==> src/rtl/mrrt_pkg.sv <==
`timescale 1ns / 1ps

package mrrt_pkg;

  localparam logic [7:0] MAX_FRAME_LEN = 8'd62;
  localparam logic [7:0] NO_ROUTE      = 8'd255;
  localparam logic [7:0] BROADCAST     = 8'd255;
  localparam logic [7:0] SAT_COUNT     = 8'd255;

  localparam logic [7:0] CH_R = 8'h52;
  localparam logic [7:0] CH_E = 8'h45;
  localparam logic [7:0] CH_T = 8'h54;
  localparam logic [7:0] CH_S = 8'h53;
  localparam logic [7:0] CH_V = 8'h56;

  localparam logic [3:0] LEN_BEACON   = 4'd5;
  localparam logic [3:0] LEN_RESPONSE = 4'd8;
  localparam logic [3:0] LEN_REQUEST  = 4'd9;

  localparam int CFG_IDX_W = 2;

  typedef enum logic [CFG_IDX_W-1:0] {
    CFG_OWN_ADDRESS   = 2'd0,
    CFG_BEACON_PERIOD = 2'd1,
    CFG_ALIVE_LIMIT   = 2'd2
  } cfg_idx_t;

  typedef enum logic {
    CMD_TICK  = 1'b0,
    CMD_FRAME = 1'b1
  } cmd_t;

  typedef struct packed {
    logic       command;
    logic [7:0] frame_len;
    logic [7:0] rx_byte_0;
    logic [7:0] rx_byte_1;
    logic [7:0] rx_byte_2;
    logic [7:0] rx_byte_3;
    logic [7:0] rx_byte_4;
    logic [7:0] rx_byte_5;
    logic [7:0] rx_byte_6;
    logic [7:0] rx_byte_7;
    logic [7:0] rx_byte_8;
  } req_t;

  typedef struct packed {
    logic [7:0] dest_address;
    logic [3:0] tx_len;
    logic [7:0] tx_byte_0;
    logic [7:0] tx_byte_1;
    logic [7:0] tx_byte_2;
    logic [7:0] tx_byte_3;
    logic [7:0] tx_byte_4;
    logic [7:0] tx_byte_5;
    logic [7:0] tx_byte_6;
    logic [7:0] tx_byte_7;
    logic [7:0] tx_byte_8;
  } res_t;

  typedef struct packed {
    logic [7:0] own_address;
    logic [7:0] beacon_period;
    logic [7:0] alive_limit;
  } cfg_t;

  // stage request handed to the engine
  typedef struct packed {
    logic valid;
    req_t data;
  } stage_t;

  typedef struct packed {
    logic valid;
    res_t data;
  } result_t;

endpackage

==> src/rtl/mrrt_chan_if.sv <==
`timescale 1ns / 1ps

interface mrrt_req_if;
  logic           valid;
  logic           ready;
  mrrt_pkg::req_t data;

  modport source (output valid, output data, input ready);
  modport sink (input valid, input data, output ready);
endinterface

interface mrrt_res_if;
  logic           valid;
  logic           ready;
  mrrt_pkg::res_t data;

  modport source (output valid, output data, input ready);
  modport sink (input valid, input data, output ready);
endinterface

==> src/rtl/mrrt_in_stage.sv <==
`timescale 1ns / 1ps

module mrrt_in_stage (
  input  logic                clk,
  input  logic                rst,
  mrrt_req_if.sink            req_in,
  input  logic                fire,
  output mrrt_pkg::stage_t    stage
);

  logic           valid;
  mrrt_pkg::req_t data;

  // take a new request when empty or when the held one moves on this cycle
  assign req_in.ready = !valid || fire;

  always_ff @(posedge clk) begin
    if (rst) begin
      valid <= 1'b0;
    end else if (req_in.valid && req_in.ready) begin
      valid <= 1'b1;
    end else if (fire) begin
      valid <= 1'b0;
    end
  end

  always_ff @(posedge clk) begin
    if (req_in.valid && req_in.ready) begin
      data <= req_in.data;
    end
  end

  assign stage.valid = valid;
  assign stage.data  = data;

endmodule

==> src/rtl/mrrt_engine.sv <==
`timescale 1ns / 1ps

module mrrt_engine (
  input  logic              clk,
  input  logic              rst,
  input  mrrt_pkg::cfg_t    cfg,
  input  mrrt_pkg::stage_t  stage,
  input  logic              fire,
  output mrrt_pkg::result_t result
);

  logic [7:0] tick_phase, tick_phase_next;
  logic [7:0] silence_count, silence_count_next;
  logic [7:0] route_neighbor, route_neighbor_next;
  logic [7:0] route_hops, route_hops_next;

  mrrt_pkg::req_t r;
  logic           len_bad;
  logic           is_serv;
  logic           is_ret;
  logic [7:0]     sc_inc;

  assign r = stage.data;

  always_comb begin
    len_bad = (r.frame_len == 8'd0) || (r.frame_len > mrrt_pkg::MAX_FRAME_LEN);
    is_serv = (r.rx_byte_1 == mrrt_pkg::CH_S) && (r.rx_byte_2 == mrrt_pkg::CH_E) &&
              (r.rx_byte_3 == mrrt_pkg::CH_R) && (r.rx_byte_4 == mrrt_pkg::CH_V);
    is_ret  = (r.rx_byte_1 == mrrt_pkg::CH_R) && (r.rx_byte_2 == mrrt_pkg::CH_E) &&
              (r.rx_byte_3 == mrrt_pkg::CH_T);
    sc_inc  = (silence_count < mrrt_pkg::SAT_COUNT) ? silence_count + 8'd1 : silence_count;
  end

  always_comb begin
    tick_phase_next     = tick_phase;
    silence_count_next  = silence_count;
    route_neighbor_next = route_neighbor;
    route_hops_next     = route_hops;
    result              = '0;

    if (r.command == mrrt_pkg::CMD_TICK) begin
      if (tick_phase == 8'd0) begin
        silence_count_next = sc_inc;
        if (sc_inc > cfg.alive_limit) begin
          route_neighbor_next = mrrt_pkg::NO_ROUTE;
          route_hops_next     = mrrt_pkg::NO_ROUTE;
        end
        if (route_hops_next < mrrt_pkg::NO_ROUTE) begin
          result.valid             = 1'b1;
          result.data.dest_address = mrrt_pkg::BROADCAST;
          result.data.tx_len       = mrrt_pkg::LEN_BEACON;
          result.data.tx_byte_0    = cfg.own_address;
          result.data.tx_byte_1    = mrrt_pkg::CH_R;
          result.data.tx_byte_2    = mrrt_pkg::CH_E;
          result.data.tx_byte_3    = mrrt_pkg::CH_T;
          result.data.tx_byte_4    = route_hops_next + 8'd1;
        end
      end
      // 9-bit compare so a lowered period still wraps; period 0 behaves as 1
      if ({1'b0, tick_phase} + 9'd1 >= {1'b0, cfg.beacon_period}) begin
        tick_phase_next = 8'd0;
      end else begin
        tick_phase_next = tick_phase + 8'd1;
      end
    end else if (!len_bad) begin
      if (is_serv) begin
        silence_count_next  = 8'd0;
        route_neighbor_next = r.rx_byte_0;
        route_hops_next     = 8'd0;
      end else if (is_ret) begin
        if (r.rx_byte_0 == route_neighbor) begin
          silence_count_next = 8'd0;
        end
        if (r.rx_byte_4 < route_hops) begin
          route_neighbor_next = r.rx_byte_0;
          route_hops_next     = r.rx_byte_4;
          silence_count_next  = 8'd0;
        end
      end else begin
        result.valid          = 1'b1;
        result.data.tx_byte_0 = cfg.own_address;
        result.data.tx_byte_1 = r.rx_byte_1;
        result.data.tx_byte_2 = r.rx_byte_2;
        result.data.tx_byte_3 = r.rx_byte_3;
        result.data.tx_byte_4 = r.rx_byte_4;
        result.data.tx_byte_5 = r.rx_byte_5;
        result.data.tx_byte_6 = r.rx_byte_6;
        result.data.tx_byte_7 = r.rx_byte_7;
        if (r.rx_byte_0 == route_neighbor) begin
          result.data.dest_address = mrrt_pkg::BROADCAST;
          result.data.tx_len       = mrrt_pkg::LEN_RESPONSE;
        end else begin
          result.data.dest_address = route_neighbor;
          result.data.tx_len       = mrrt_pkg::LEN_REQUEST;
          result.data.tx_byte_8    = r.rx_byte_8;
        end
      end
    end

    if (!stage.valid) begin
      result.valid = 1'b0;
    end
  end

  always_ff @(posedge clk) begin
    if (rst) begin
      tick_phase     <= 8'd0;
      silence_count  <= 8'd0;
      route_neighbor <= mrrt_pkg::NO_ROUTE;
      route_hops     <= mrrt_pkg::NO_ROUTE;
    end else if (fire) begin
      tick_phase     <= tick_phase_next;
      silence_count  <= silence_count_next;
      route_neighbor <= route_neighbor_next;
      route_hops     <= route_hops_next;
    end
  end

  a_idle_holds: assert property (@(posedge clk) disable iff (rst)
    !fire |=> $stable({tick_phase, silence_count, route_neighbor, route_hops}))
    else $error("route state changed without a request");

  a_beacon_has_route: assert property (@(posedge clk) disable iff (rst)
    fire && result.valid && (r.command == mrrt_pkg::CMD_TICK)
    |=> route_hops != mrrt_pkg::NO_ROUTE)
    else $error("beacon sent without a route");

  a_bad_len_drop: assert property (@(posedge clk) disable iff (rst)
    fire && (r.command == mrrt_pkg::CMD_FRAME) && len_bad
    |=> $stable({tick_phase, silence_count, route_neighbor, route_hops}))
    else $error("bad-length frame changed route state");

  a_bad_len_silent: assert property (@(posedge clk) disable iff (rst)
    stage.valid && (r.command == mrrt_pkg::CMD_FRAME) && len_bad |-> !result.valid)
    else $error("bad-length frame produced a result");

endmodule

==> src/rtl/mrrt_out_stage.sv <==
`timescale 1ns / 1ps

module mrrt_out_stage (
  input  logic              clk,
  input  logic              rst,
  input  mrrt_pkg::result_t result,
  input  logic              fire,
  output logic              free,
  mrrt_res_if.source        res_out
);

  logic           valid;
  mrrt_pkg::res_t data;

  assign free = !valid || res_out.ready;

  always_ff @(posedge clk) begin
    if (rst) begin
      valid <= 1'b0;
    end else if (fire && result.valid) begin
      valid <= 1'b1;
    end else if (res_out.ready) begin
      valid <= 1'b0;
    end
  end

  always_ff @(posedge clk) begin
    if (fire && result.valid) begin
      data <= result.data;
    end
  end

  assign res_out.valid = valid;
  assign res_out.data  = data;

endmodule

==> src/rtl/mesh_relay_route_tracker.sv <==
`timescale 1ns / 1ps

// channel   dir  payload                                         accepted when
// req_in    in   command, frame_len, rx_byte_0..rx_byte_8        valid && ready
// res_out   out  dest_address, tx_len, tx_byte_0..tx_byte_8      valid && ready
// cfg       in   cfg_index (0 addr, 1 period, 2 limit), cfg_wdata cfg_we
//
// One request per cycle sustained while the result register is free; a result is offered
// once its request has passed through the input register, then route logic into the result
// register.
// Ticks and dropped frames produce no result but still wait for a free result register.
// rst (synchronous) clears the stages and route state and loads register defaults.
// A stalled result only holds the input stage once that stage also fills.

module mesh_relay_route_tracker (
  input  logic                              clk,
  input  logic                              rst,
  mrrt_req_if.sink                          req_in,
  mrrt_res_if.source                        res_out,
  input  logic                              cfg_we,
  input  logic [mrrt_pkg::CFG_IDX_W-1:0]    cfg_index,
  input  logic [7:0]                        cfg_wdata
);

  mrrt_pkg::cfg_t    cfg;
  mrrt_pkg::stage_t  stage;
  mrrt_pkg::result_t result;
  logic              out_free;
  logic              fire;

  assign fire = stage.valid && out_free;

  always_ff @(posedge clk) begin
    if (rst) begin
      cfg.own_address   <= 8'd1;
      cfg.beacon_period <= 8'd10;
      cfg.alive_limit   <= 8'd3;
    end else if (cfg_we) begin
      case (cfg_index)
        mrrt_pkg::CFG_OWN_ADDRESS:   cfg.own_address   <= cfg_wdata;
        mrrt_pkg::CFG_BEACON_PERIOD: cfg.beacon_period <= cfg_wdata;
        mrrt_pkg::CFG_ALIVE_LIMIT:   cfg.alive_limit   <= cfg_wdata;
        default: begin
        end
      endcase
    end
  end

  mrrt_in_stage u_in_stage (
    .clk    (clk),
    .rst    (rst),
    .req_in (req_in),
    .fire   (fire),
    .stage  (stage)
  );

  mrrt_engine u_engine (
    .clk    (clk),
    .rst    (rst),
    .cfg    (cfg),
    .stage  (stage),
    .fire   (fire),
    .result (result)
  );

  mrrt_out_stage u_out_stage (
    .clk     (clk),
    .rst     (rst),
    .result  (result),
    .fire    (fire),
    .free    (out_free),
    .res_out (res_out)
  );

endmodule

==> src/flat_wrapper.sv <==
// flat-port wrapper written by rule: the top's interface ports become plain ports
module mesh_relay_route_tracker_flat 
  (clk, rst, cfg_we, cfg_index, cfg_wdata, req_in_valid, req_in_data, req_in_ready, res_out_valid, res_out_data, res_out_ready);
  mrrt_req_if req_in_i ();
  mrrt_res_if res_out_i ();
  input  logic clk;
  input  logic rst;
  input  logic cfg_we;
  input  logic [mrrt_pkg::CFG_IDX_W-1:0] cfg_index;
  input  logic [7:0] cfg_wdata;
  input wire logic [$bits(req_in_i.valid)-1:0] req_in_valid;
  input wire logic [$bits(req_in_i.data)-1:0] req_in_data;
  output wire logic [$bits(req_in_i.ready)-1:0] req_in_ready;
  output wire logic [$bits(res_out_i.valid)-1:0] res_out_valid;
  output wire logic [$bits(res_out_i.data)-1:0] res_out_data;
  input wire logic [$bits(res_out_i.ready)-1:0] res_out_ready;
  assign req_in_i.valid = req_in_valid;
  assign req_in_i.data = req_in_data;
  assign req_in_ready = req_in_i.ready;
  assign res_out_valid = res_out_i.valid;
  assign res_out_data = res_out_i.data;
  assign res_out_i.ready = res_out_ready;
  mesh_relay_route_tracker u_core (.clk(clk), .rst(rst), .req_in(req_in_i), .res_out(res_out_i), .cfg_we(cfg_we), .cfg_index(cfg_index), .cfg_wdata(cfg_wdata));
endmodule
==> config.mk <==
export PLATFORM = sky130hd
export DESIGN_NAME = mesh_relay_route_tracker_flat
export DESIGN_NICKNAME = d
export VERILOG_FILES = /design/src/rtl/mrrt_pkg.sv /design/src/rtl/mrrt_chan_if.sv /design/src/rtl/mrrt_in_stage.sv /design/src/rtl/mrrt_engine.sv /design/src/rtl/mrrt_out_stage.sv /design/src/rtl/mesh_relay_route_tracker.sv /design/src/flat_wrapper.sv
export SDC_FILE = /design/constraint.sdc
export NUM_CORES = 1
export LEC_CHECK = 0
export ABC_AREA = 1
export BUFFER_PORTS_ARGS = -buffer_cell sky130_fd_sc_hd__buf_2
export CORE_MARGIN = 2
export CORE_UTILIZATION = 50
export CTS_CLUSTER_SIZE = 28
export DETAILED_ROUTE_END_ITERATION = 16
export PLACE_DENSITY_LB_ADDON = 0.08
export SETUP_SLACK_MARGIN = 0.02
export SLEW_MARGIN = 40
export SYNTH_ARGS = -nofsm -noshare
export SYNTH_HDL_FRONTEND = slang
export SYNTH_SLANG_ARGS = --single-unit
==> constraint.sdc <==
create_clock -name clk -period 4.6 [get_ports clk]
set_input_delay 0.46 -clock clk [delete_from_list [all_inputs] [get_ports clk]]
set_output_delay 0.46 -clock clk [all_outputs]
set_load 0.03 [all_outputs]
Word level (Yosys, flattened, before mapping) --
Cells that the tools add are included.
Storage, ports and cells: memory bits (read-only) 0, register bits after elaboration 223, memories 0, output and inout bits 86, bits in latches 0, input port bits 96, RAM bits 0, logic and storage cells 122
Operators by class: shift operators 0, bitwise operators 1, add/sub/neg operators 4, multipliers 0, reductions and logical operators 29, eq/ne operators 13, divide/modulo/power cells 0, magnitude comparators 6, mux-type cells 38
Operators by type and width (number):
- 85-bit two-way mux | 3
- 8-bit two-way mux | 26
- 53-bit two-way mux | 3
- 8-bit by 7-bit equality test with 1-bit output (second input constant) | 6
- 8-bit by 1-bit adder with 8-bit output (second input constant) | 3
- 8-bit logical NOT | 2
- 8-bit < comparator (second input constant) | 2
- 12-bit two-way mux | 1
- 5-bit AND reduction | 2
- 8-bit by 1-bit adder with 9-bit output (second input constant) | 1
- 9-bit by 8-bit >= comparator with 1-bit output | 1
- 8-bit equality test | 1
- 8-bit by 6-bit greater-than comparator with 1-bit output (second input constant) | 1
- 8-bit greater-than comparator | 1
- 1-bit logical AND | 8
- 8-bit < comparator | 1
- 2-bit AND reduction | 4
- 2-bit nonzero test | 4
- 3-bit != test (second input constant) | 2
- 6-bit AND reduction | 1
- 1-bit two-way mux | 5
- 5-bit OR reduction | 1
- 4-bit != test (second input constant) | 1
- 4-bit OR reduction | 1
- 7 further kinds | 10

Logic depth before layout (Yosys ltp) --
Gate-level depths: netlist of the first run.
depth in word-level cells 13, mapped depth 26, gate-level depth less buffers 24

By module --
A second synthesis of the first run with hierarchy kept.
Unflattened totals: cells, all modules 991, area, all modules 9895.7 µm²
By module, submodules not included:
- mrrt_engine | instances 1, cells an instance 663, area an instance 3811.2 µm², sequential area each 640.6 µm²
- mrrt_out_stage | instances 1, cells an instance 90, area an instance 2568.7 µm², sequential area each 2542.4 µm²
- mrrt_in_stage | instances 1, cells an instance 88, area an instance 2487.4 µm², sequential area each 2452.4 µm²
- mesh_relay_route_tracker | instances 1, cells an instance 150, area an instance 1028.5 µm², sequential area each 480.5 µm²

Worst setup path before layout of the first run --
OpenSTA, ideal clock, no wires.
path kind register to register, start point reg u_core.u_engine.silence_count[1], end point reg, netlist name u_core.u_out_stage.res_out.data[0], path slack -0.297 ns, period minus slack after synthesis 4.897 ns, data required time 4.163 ns, arrival 4.460 ns, library setup time 0.437 ns, cell stages (with the launch flop) 26, path buffers 1, cells stage by stage dfxtp_1 > ha_1 > nand2_1 > nor3_2 > nand3_2 > inv_2 > nor3_1 > a21oi_1 > ha_1 > nand2_1 > inv_1 > nand2_1 > nand2_1 > nand2_1 > nand2_1 > nand2_1 > buf_2 > nand2_1 > ha_1 > nand2_1 > inv_1 > nand2_1 > nand2_2 > nand2_2 > nand2_1 > inv_1
Between the ends: word-level cells in the longest chain between the ends 12, elaborated cells on any way between the ends 13, classes of those cells add/sub: 1; order compare: 3; mux: 8; reduce/logical: 1
Ends and longest elaborated chain:
- from (decl) | RTL line mrrt_engine.sv:13 | logic [7:0] silence_count, silence_count_next;
- from (signal assigned) | RTL line mrrt_engine.sv:113 | silence_count <= silence_count_next;
- 8-bit by 1-bit adder with 8-bit output or 8-bit < comparator (tied branches) | RTL line mrrt_engine.sv:31 | sc_inc = (silence_count < mrrt_pkg::SAT_COUNT) ? silence_count + 8'd1 : silence_count;
- 8-bit two-way mux * | RTL line mrrt_engine.sv:31
- 8-bit greater-than comparator * | RTL line mrrt_engine.sv:44 | if (sc_inc > cfg.alive_limit) begin
- 8-bit two-way mux * | RTL line mrrt_engine.sv:44
- 8-bit two-way mux * | RTL line mrrt_engine.sv:42 | if (tick_phase == 8'd0) begin
- 8-bit two-way mux * | RTL line mrrt_engine.sv:41 | if (r.command == mrrt_pkg::CMD_TICK) begin
- 8-bit < comparator * | RTL line mrrt_engine.sv:48 | if (route_hops_next < mrrt_pkg::NO_ROUTE) begin
- 53-bit two-way mux * | RTL line mrrt_engine.sv:48
- 53-bit two-way mux * | RTL line mrrt_engine.sv:42
- 53-bit two-way mux * | RTL line mrrt_engine.sv:41
- 1-bit two-way mux * | RTL line mrrt_engine.sv:100 | if (!stage.valid) begin
- 1-bit logical AND * | RTL line mrrt_out_stage.sv:28 | if (fire && result.valid) begin
Every way passes the cells marked *; elsewhere a longest branch is shown, timed or not. The select of a mux whose other input is x is not followed. A chain may end at the register's enable or synchronous reset.

Worst setup path in the final report of the first run --
start point reg u_core.u_engine.silence_count[1], end point reg, netlist name u_core.u_out_stage.res_out.data[76]
Between the ends: word-level cells in the longest chain between the ends 12, elaborated cells on any way between the ends 13, classes of those cells add/sub: 1; order compare: 3; mux: 8; reduce/logical: 1
Ends and longest elaborated chain (RTL line):
- 8-bit by 1-bit adder with 8-bit output or 8-bit < comparator (tied branches) | mrrt_engine.sv:31
- 8-bit two-way mux * | mrrt_engine.sv:31
- 8-bit greater-than comparator * | mrrt_engine.sv:44
- 8-bit two-way mux * | mrrt_engine.sv:44
- 8-bit two-way mux * | mrrt_engine.sv:42
- 8-bit two-way mux * | mrrt_engine.sv:41
- 8-bit < comparator * | mrrt_engine.sv:48
- 53-bit two-way mux * | mrrt_engine.sv:48
- 53-bit two-way mux * | mrrt_engine.sv:42
- 53-bit two-way mux * | mrrt_engine.sv:41
- 1-bit two-way mux * | mrrt_engine.sv:100
- 1-bit logical AND * | mrrt_out_stage.sv:28
Marked as above.

==> metrics.log, run 1 <==
[metrics] # IOs: 182
[metrics] run status: complete, no violations
[metrics] cell type contributing the most total cell area after synthesis: sky130_fd_sc_hd__edfxtp_1
[metrics] start point of the worst hold path: req_in_data[22]
[metrics] share of the synthesized area in the top cell type: 52.3%
[metrics] Post-layout nets: 1202
[metrics] crit path max fanout: 48
[metrics] Worst R2R Start: u_core.u_engine.silence_count[1]
[metrics] nets in the synthesized netlist: 1013
[metrics] number of cells traversed by the worst hold path: 1
[metrics] final sum of negative setup slack: 0 ns
[metrics] clock latency on the worst-skew pair: 0.51 ns
[metrics] final WL: 20.0 mm
[metrics] number of failing setup endpoints in the final timing report: 0
[metrics] PortBufs: 180
[metrics] global-route wire length before repair: 31.7 mm
[metrics] CTS Buf Count: 24
[metrics] final weighted congestion in routability-driven placement: 0.830
[metrics] critical path start-end classification: reg -> reg
[metrics] TritonCTS clock tree: done
[metrics] biggest cell delay along the critical path: 0.37 ns
[metrics] post-placement cell count: 1287
[metrics] Yosys warning total: 0
[metrics] Pre-Repair DR Iteration Count: 5
[metrics] reg2reg setup slack: 0.68 ns
[metrics] number of cell instances on the worst register-to-register path: 25
[metrics] average wire length per cell after detail routing: 15.1 microns
[metrics] worst-case hold path end point: u_core.u_in_stage.stage[22]
[metrics] height of the die: 141 microns
[metrics] final setup skew: 0.0141 ns
[metrics] most frequently used cell type in the post-synthesis netlist: sky130_fd_sc_hd__edfxtp_1
[metrics] number of pins with negative max-slew slack in the final report: 0
[metrics] Starting Density: 50.7%
[metrics] area of the die: 20000 sq um
[metrics] floorplan row count: 50
[metrics] setup repair after global routing missed its margin: no
[metrics] via count of the first global-routing pass: 6280
[metrics] EDFF count, synth: 164
[metrics] power per cell area: 391 nW/um^2
[metrics] cell with the largest stage delay on the worst path: sky130_fd_sc_hd__dfxtp_1
[metrics] leading cell types by total area after synthesis: sky130_fd_sc_hd__edfxtp_1 52%, sky130_fd_sc_hd__dfxtp_1 12%, sky130_fd_sc_hd__nor2_1 5.0%
[metrics] most frequent CP cell: sky130_fd_sc_hd__nand2_1
[metrics] Synth cell types: 41
[metrics] count of fill cells added during filler insertion: 1634
[metrics] number of cells in the finished layout apart from fillers: 1330
[metrics] worst ir drop on vdd: 0.200 mV
[metrics] layout cell share with drive strength beyond 1: 23.5%
[metrics] Via-to-Cell Ratio: 4.96
[metrics] routed via count: 6599
[metrics] number of instances in the synthesized netlist: 890
[metrics] Seq cells post-synth: 222
[metrics] Std-Cell Core Area: 18600 sq um
[metrics] post-CTS clock slew at the launch and capture registers of the worst setup and hold paths: 0.06 ns
[metrics] global routing usage summed across all routing layers: 19.9%
[metrics] most numerous cell types in the synthesized netlist: 164 x sky130_fd_sc_hd__edfxtp_1, 125 x sky130_fd_sc_hd__nor2_1, 120 x sky130_fd_sc_hd__inv_1, 120 x sky130_fd_sc_hd__nand2_1, 58 x sky130_fd_sc_hd__dfxtp_1
[metrics] dpl hpwl: 14.0 mm
[metrics] minimum period implied by the final worst setup slack: 3.92 ns
[metrics] deepest clock path buffer count: 3
[metrics] largest net degree at the start of global routing: 53
[metrics] clk root buf: sky130_fd_sc_hd__clkbuf_16
[metrics] end of the worst register-to-register path: u_core.u_out_stage.res_out.data[76]
[metrics] residual DRC count: 0
[metrics] sequential element share of the synthesized area: 64.6%
[metrics] measured slew at the worst slew-check pin: 0.722 ns
[metrics] HP Class: in -> reg
[metrics] initial drt markers: 383
[metrics] Power, Total: 4400 uW
[metrics] Sink Count: 222
[metrics] count of antenna-violating nets left after detailed routing: 0
[metrics] Leak: 0.00491 uW
[metrics] final hold violations: 0
[metrics] # Post-CTS Setup Buffers: 0
[metrics] number of gates given a new drive strength after cts: 0
[metrics] die width: 141 microns
[metrics] crit start category: flop
[metrics] share of synthesized registers carrying an async set or reset: 0%
[metrics] Max-slew headroom: 51.7%
[metrics] post-synth design cell area: 9420 sq um
[metrics] initial antenna violation count: 1
[metrics] total of max-cap violations: 0
[metrics] Max Freq: 0.255 GHz
[metrics] area growth from synthesis to layout: 19.5%
[metrics] H-Tree Level Count: 1
[metrics] prevailing post-synth register cell: sky130_fd_sc_hd__edfxtp_1
[metrics] type of destination of the critical path: flop
[metrics] gr ovfl total: 0
[metrics] Avg Synthesized Cell Area: 10.6 sq um
[metrics] fin util: 60.6%
[metrics] data required time of the worst path: 4.79 ns
[metrics] data arrival time of the critical path: 4.11 ns
[metrics] CTS Hold Bufs: 0
[metrics] period utilisation layout: 85.2%
-- worst max-delay path by stage --
stage,from,endpoint,slack (ns),cells after the start
floorplan,u_core.u_engine.silence_count[1],u_core.u_out_stage.res_out.data[0],0.26,22
global placement,u_core.u_engine.silence_count[1],u_core.u_out_stage.res_out.data[25],0.75,25
detailed placement,u_core.u_engine.silence_count[1],u_core.u_out_stage.res_out.data[7],0.69,25
CTS,u_core.u_engine.silence_count[1],u_core.u_out_stage.res_out.data[0],0.66,25
global route,u_core.u_engine.silence_count[1],u_core.u_out_stage.res_out.data[0],0.24,23
finish,u_core.u_engine.silence_count[1],u_core.u_out_stage.res_out.data[76],0.68,25
-- layer usage --
metal | routed length [microns] | track usage, % | up-vias | part of all wire, %
met1 | 9010 | 27.1 | 3050 | 45
met2 | 9580 | 33.7 | 172 | 48
li1 | - | - | 3354 | -
met4 | 283 | 4.95 | 0 | 1.4
met3 | 1160 | 3.00 | 23 | 5.8
met5 | 0 | 0 | - | 0
-- cells in the final DEF (no fill, tap or decap), types with 5 or more instances in the layout --
cell                          n
sky130_fd_sc_hd__buf_2      180
sky130_fd_sc_hd__edfxtp_1   164
sky130_fd_sc_hd__nor2_1     125
sky130_fd_sc_hd__nand2_1    120
sky130_fd_sc_hd__inv_1      118
sky130_fd_sc_hd__dfxtp_1     58
sky130_fd_sc_hd__nand3_1     49
sky130_fd_sc_hd__a21oi_1     48
sky130_fd_sc_hd__o21ai_0     47
sky130_fd_sc_hd__ha_1        27
sky130_fd_sc_hd__clkbuf_16   25
sky130_fd_sc_hd__nand4_1     17
sky130_fd_sc_hd__xor2_1      12
sky130_fd_sc_hd__inv_2        9
sky130_fd_sc_hd__o21ai_1      7
sky130_fd_sc_hd__or2_2        7
sky130_fd_sc_hd__clkinv_1     7
sky130_fd_sc_hd__clkbuf_1     7
sky130_fd_sc_hd__xnor2_1      6
sky130_fd_sc_hd__nand2_2      6
sky130_fd_sc_hd__nor3_1       5
sky130_fd_sc_hd__buf_4        5
-- sequential cells by signal (all words and copies together), names as in the netlist --
name                              flops
u_core.u_in_stage.valid               1
u_core.u_out_stage.res_out.data      83
u_core.u_engine.route_neighbor        8
u_core.u_engine.silence_count         8
u_core.cfg                           24
u_core.u_in_stage.stage              81
u_core.u_engine.route_hops            8
u_core.u_engine.tick_phase            8
u_core.u_out_stage.res_out.valid      1
-- critical path: cells and delay by family, from the launching register on --
kind	cells	cell delay (ns)
buffers and inverters	5	0.74
adders and majority gates	3	0.69
DFF	1	0.37
and+or+nand+nor	16	1.58
AOI/OAI and AO/OA	1	0.18
-- through the flow --
step                cell area, sq um  setup WS (ns)  hold WS, ns
CTS                            11300          0.663        0.107
detailed placement             10600          0.689        0.445
global placement               10600          0.754        0.440
global route                   11300          0.236        0.103
finish                         11300          0.680        0.123
floorplan                       9420          0.256        0.429
-- layout make-up --
cell class	count	area [sq um]	share of cell area (%)
tap	234	293	2.60
antenna	1	2.50	0.0222
timing repair buffer	187	978	8.69
clock inverter	10	41.3	0.367
sequential	222	6090	54.1
multi-input combinational	513	2700	24.0
inverter	131	504	4.48
clock buffer	32	652	5.79
-- power by group --
part	switching (uW)	internal, uW
registers	34.8	2250
clock network	723	985
logic	278	133
total	1040	3370
-- cells by family (layout without fill, tap and decap cells) --
kind of cell | count (synthesis) | after routing | share of synthesized area (%)
xor+xnor | 18 | 18 | 1.67
simple gates | 351 | 351 | 16.8
other cells | 1 | 2 | 0.0398
fa+ha+maj | 27 | 27 | 3.59
compound gates | 116 | 116 | 6.60
flops | 222 | 222 | 64.6
buf+inv | 155 | 360 | 6.72
Power figures use the tool's default switching activity.
==> inputs of run 2 (changes only) <==
Settings changed: SYNTH_HIERARCHICAL set to 1.
==> run 2 against run 1 <==
Effect of this change:
- flip-flop and latch count up 1
- clock power up 23%
- die area up 4.9%
- sequential share of layout area down 2.8 points
- clock skew down 0.0053 ns
- setup slack worse by 0.058 ns
- count of clock-buffer cells in the layout down 2
- largest cell class unchanged
- power up 10%
==> metrics.log, run 2 <==
[metrics] Sink Count: 223
[metrics] share of the synthesized area in the top cell type: 50.1%
[metrics] register with the highest flop count: u_core/u_out_stage/res_out.data
[metrics] post-CTS clock slew at the launch and capture registers of the worst setup and hold paths: 0.06 ns
[metrics] prevailing post-synth register cell: sky130_fd_sc_hd__edfxtp_1
[metrics] fraction of the mapped netlist area in simple logic gates: 20.9%
[metrics] number of cell instances on the worst register-to-register path: 25
[metrics] Seq cells post-synth: 223
[metrics] critical path start-end classification: reg -> reg
[metrics] data arrival time of the critical path: 4.19 ns
[metrics] share of the synthesized netlist area taken by xor and xnor gates: 1.24%
[metrics] gr ovfl total: 0
[metrics] PortBufs: 181
[metrics] Via-to-Cell Ratio: 4.74
[metrics] clk root buf: sky130_fd_sc_hd__clkbuf_16
[metrics] dominant combinational cell family by area after synthesis: simple AND/OR/NAND/NOR gates
[metrics] height of the die: 145 microns
[metrics] post-synth design cell area: 9900 sq um
[metrics] post-route standard cell area excluding fillers: 11900 sq um
[metrics] run status: complete, no violations
[metrics] residual DRC count: 0
[metrics] global-route wire length before repair: 32.7 mm
[metrics] layout cell share with drive strength beyond 1: 24.0%
[metrics] number of pins with negative max-slew slack in the final report: 0
[metrics] leading cell types by total area after synthesis: sky130_fd_sc_hd__edfxtp_1 50%, sky130_fd_sc_hd__dfxtp_1 12%, sky130_fd_sc_hd__nand2_1 6.8%
[metrics] via count of the first global-routing pass: 6456
[metrics] # IOs: 182
[metrics] nets in the synthesized netlist: 1114
[metrics] # Post-CTS Setup Buffers: 0
[metrics] Yosys warning total: 6
[metrics] most numerous cell types in the synthesized netlist: 178 x sky130_fd_sc_hd__nand2_1, 165 x sky130_fd_sc_hd__edfxtp_1, 150 x sky130_fd_sc_hd__inv_1
[metrics] largest net degree at the start of global routing: 82
[metrics] minimum period implied by the final worst setup slack: 3.98 ns
[metrics] initial antenna violation count: 0
[metrics] leading cell type in the layout, fill and taps excluded: sky130_fd_sc_hd__buf_2
[metrics] count of antenna-violating nets left after detailed routing: 0
[metrics] TritonCTS clock tree: done
[metrics] sequential element share of the synthesized area: 61.8%
[metrics] dpl hpwl: 14.9 mm
[metrics] global routing usage summed across all routing layers: 19.8%
[metrics] area growth from synthesis to layout: 20.5%
[metrics] Leak: 0.00554 uW
[metrics] number of flip-flops under the largest register name: 84
[metrics] final weighted congestion in routability-driven placement: 0.911
[metrics] measured slew at the worst slew-check pin: 0.804 ns
[metrics] number of instances in the synthesized netlist: 991
[metrics] Starting Density: 50.8%
[metrics] crit path max fanout: 13
[metrics] number of gates given a new drive strength after cts: 0
[metrics] clock latency on the worst-skew pair: 0.52 ns
[metrics] Post-layout nets: 1305
[metrics] biggest cell delay along the critical path: 0.39 ns
[metrics] data required time of the worst path: 4.81 ns
[metrics] most frequent CP cell: sky130_fd_sc_hd__nand2_1
[metrics] worst ir drop on vdd: 0.321 mV
[metrics] Max-slew headroom: 46.4%
[metrics] final setup skew: 0.00878 ns
[metrics] synthesized-area fraction occupied by adder cells: 3.41%
[metrics] H-Tree Level Count: 1
[metrics] average wire length per cell after detail routing: 14.3 microns
[metrics] area of the die: 20900 sq um
[metrics] share of synthesized registers carrying an async set or reset: 0%
[metrics] floorplan row count: 51
[metrics] power per cell area: 407 nW/um^2
[metrics] most frequently used cell type in the post-synthesis netlist: sky130_fd_sc_hd__nand2_1
[metrics] area fraction in compound gates after synthesis: 4.35%
[metrics] CTS Hold Bufs: 0
[metrics] crit start category: flop
[metrics] die width: 145 microns
[metrics] final hold violations: 0
[metrics] Avg Synthesized Cell Area: 9.99 sq um
[metrics] routed via count: 6955
[metrics] final sum of negative setup slack: 0 ns
[metrics] Max Freq: 0.251 GHz
[metrics] cell with the largest stage delay on the worst path: sky130_fd_sc_hd__dfxtp_1
[metrics] initial drt markers: 357
[metrics] Pre-Repair DR Iteration Count: 6
[metrics] HP Class: in -> reg
[metrics] commonest non-fill, non-tap cells in the layout: 181 x sky130_fd_sc_hd__buf_2, 178 x sky130_fd_sc_hd__nand2_1, 165 x sky130_fd_sc_hd__edfxtp_1
[metrics] Cell Area, Placed: 11000 sq um
[metrics] total of max-cap violations: 0
[metrics] number of cells traversed by the worst hold path: 1
[metrics] type of destination of the critical path: flop
[metrics] period utilisation layout: 86.5%
[metrics] number of failing setup endpoints in the final timing report: 0
[metrics] EDFF count, synth: 165
[metrics] Synth cell types: 43
[metrics] Std-Cell Core Area: 19500 sq um
[metrics] ant diodes: 0
[metrics] CTS Buf Count: 25
[metrics] final WL: 21.0 mm
[metrics] deepest clock path buffer count: 3
[metrics] setup repair after global routing missed its margin: no
[metrics] proportion of synthesized area in mux cells: 0%
[metrics] cell type contributing the most total cell area after synthesis: sky130_fd_sc_hd__edfxtp_1
run 2: cell count changes after synthesis, moves of 16 or more:
cell / before / now
sky130_fd_sc_hd__a21oi_1: 48 / 24
sky130_fd_sc_hd__nor2_1: 125 / 145
sky130_fd_sc_hd__o21ai_0: 47 / 31
sky130_fd_sc_hd__nand3_1: 49 / 74
sky130_fd_sc_hd__nand2_1: 120 / 178
sky130_fd_sc_hd__inv_1: 120 / 150
run 2: power breakdown:
group	leakage (uW)	switching (uW)	internal (uW)	total, uW
logic	0.00304	290	151	442
clock network	0.000422	776	1330	2110
registers	0.00207	40.6	2260	2300
total	0.00554	1110	3750	4850
run 2: final timing paths:
| kind | slack (ns) | endpoint | startpoint |
|---|---|---|---|
| setup / recovery | 0.62 | u_core/u_out_stage/res_out.data[73] | u_core/u_engine/silence_count[0] |
| hold / removal | 0.11 | u_core/u_in_stage/stage[48] | req_in_data[48] |
| setup reg to reg | 0.62 | u_core/u_out_stage/res_out.data[73] | u_core/u_engine/silence_count[0] |
| hold reg to reg | 0.47 | u_core/u_engine/route_hops[2] | u_core/u_engine/route_hops[2] |
run 2: per-layer routing:
layer  GRT usage [%]  vias up  wire (microns)
met2            33.3      177            9990
li1                -     3617               -
met3            3.22       30            1310
met4            4.65        0             423
met5               0        -               0
met1            27.1     3131            9240
run 2: per-stage QoR:
step	hold slack, ns	setup WS, ns	power, uW	std cells	util (%)
6_report	0.114	0.623	4850	1466	61.3
5_1_grt	0.0962	0.183	5050	1466	61.3
4_1_cts	0.0907	0.591	4920	1466	61.3
3_5_place_dp	0.457	0.598	2790	1420	56.8
3_3_place_gp	0.445	0.707	2780	1420	56.7
2_1_floorplan	0.429	0.0487	2650	991	-
run 2: worst max-delay path, delay by kind of cell (launching register included):
family | cells | cell delay, ns
flip-flops | 1 | 0.39
AO/OA/AOI/OAI | 1 | 0.22
AND/OR/NAND/NOR | 14 | 1.35
buffers and inverters | 7 | 0.97
adder cells (fa/ha/maj) | 3 | 0.73
run 2: layout make-up:
cell class                      count  area [sq um]
Fill cell                        1638          7540
Sequential cell                   223          6120
Multi-Input combinational cell    579          2980
Timing Repair Buffer              189           995
Clock buffer                       30           644
Inverter                          164           628
Tap cell                          265           332
Clock inverter                     16           234
run 2: cells by family after synthesis:
family | after synthesis
xor gates and xnor gates | 14
AOI/OAI and AO/OA | 73
and+or+nand+nor | 464
other | 1
buffers and inverters | 189
adders and majority gates | 27
DFF | 223
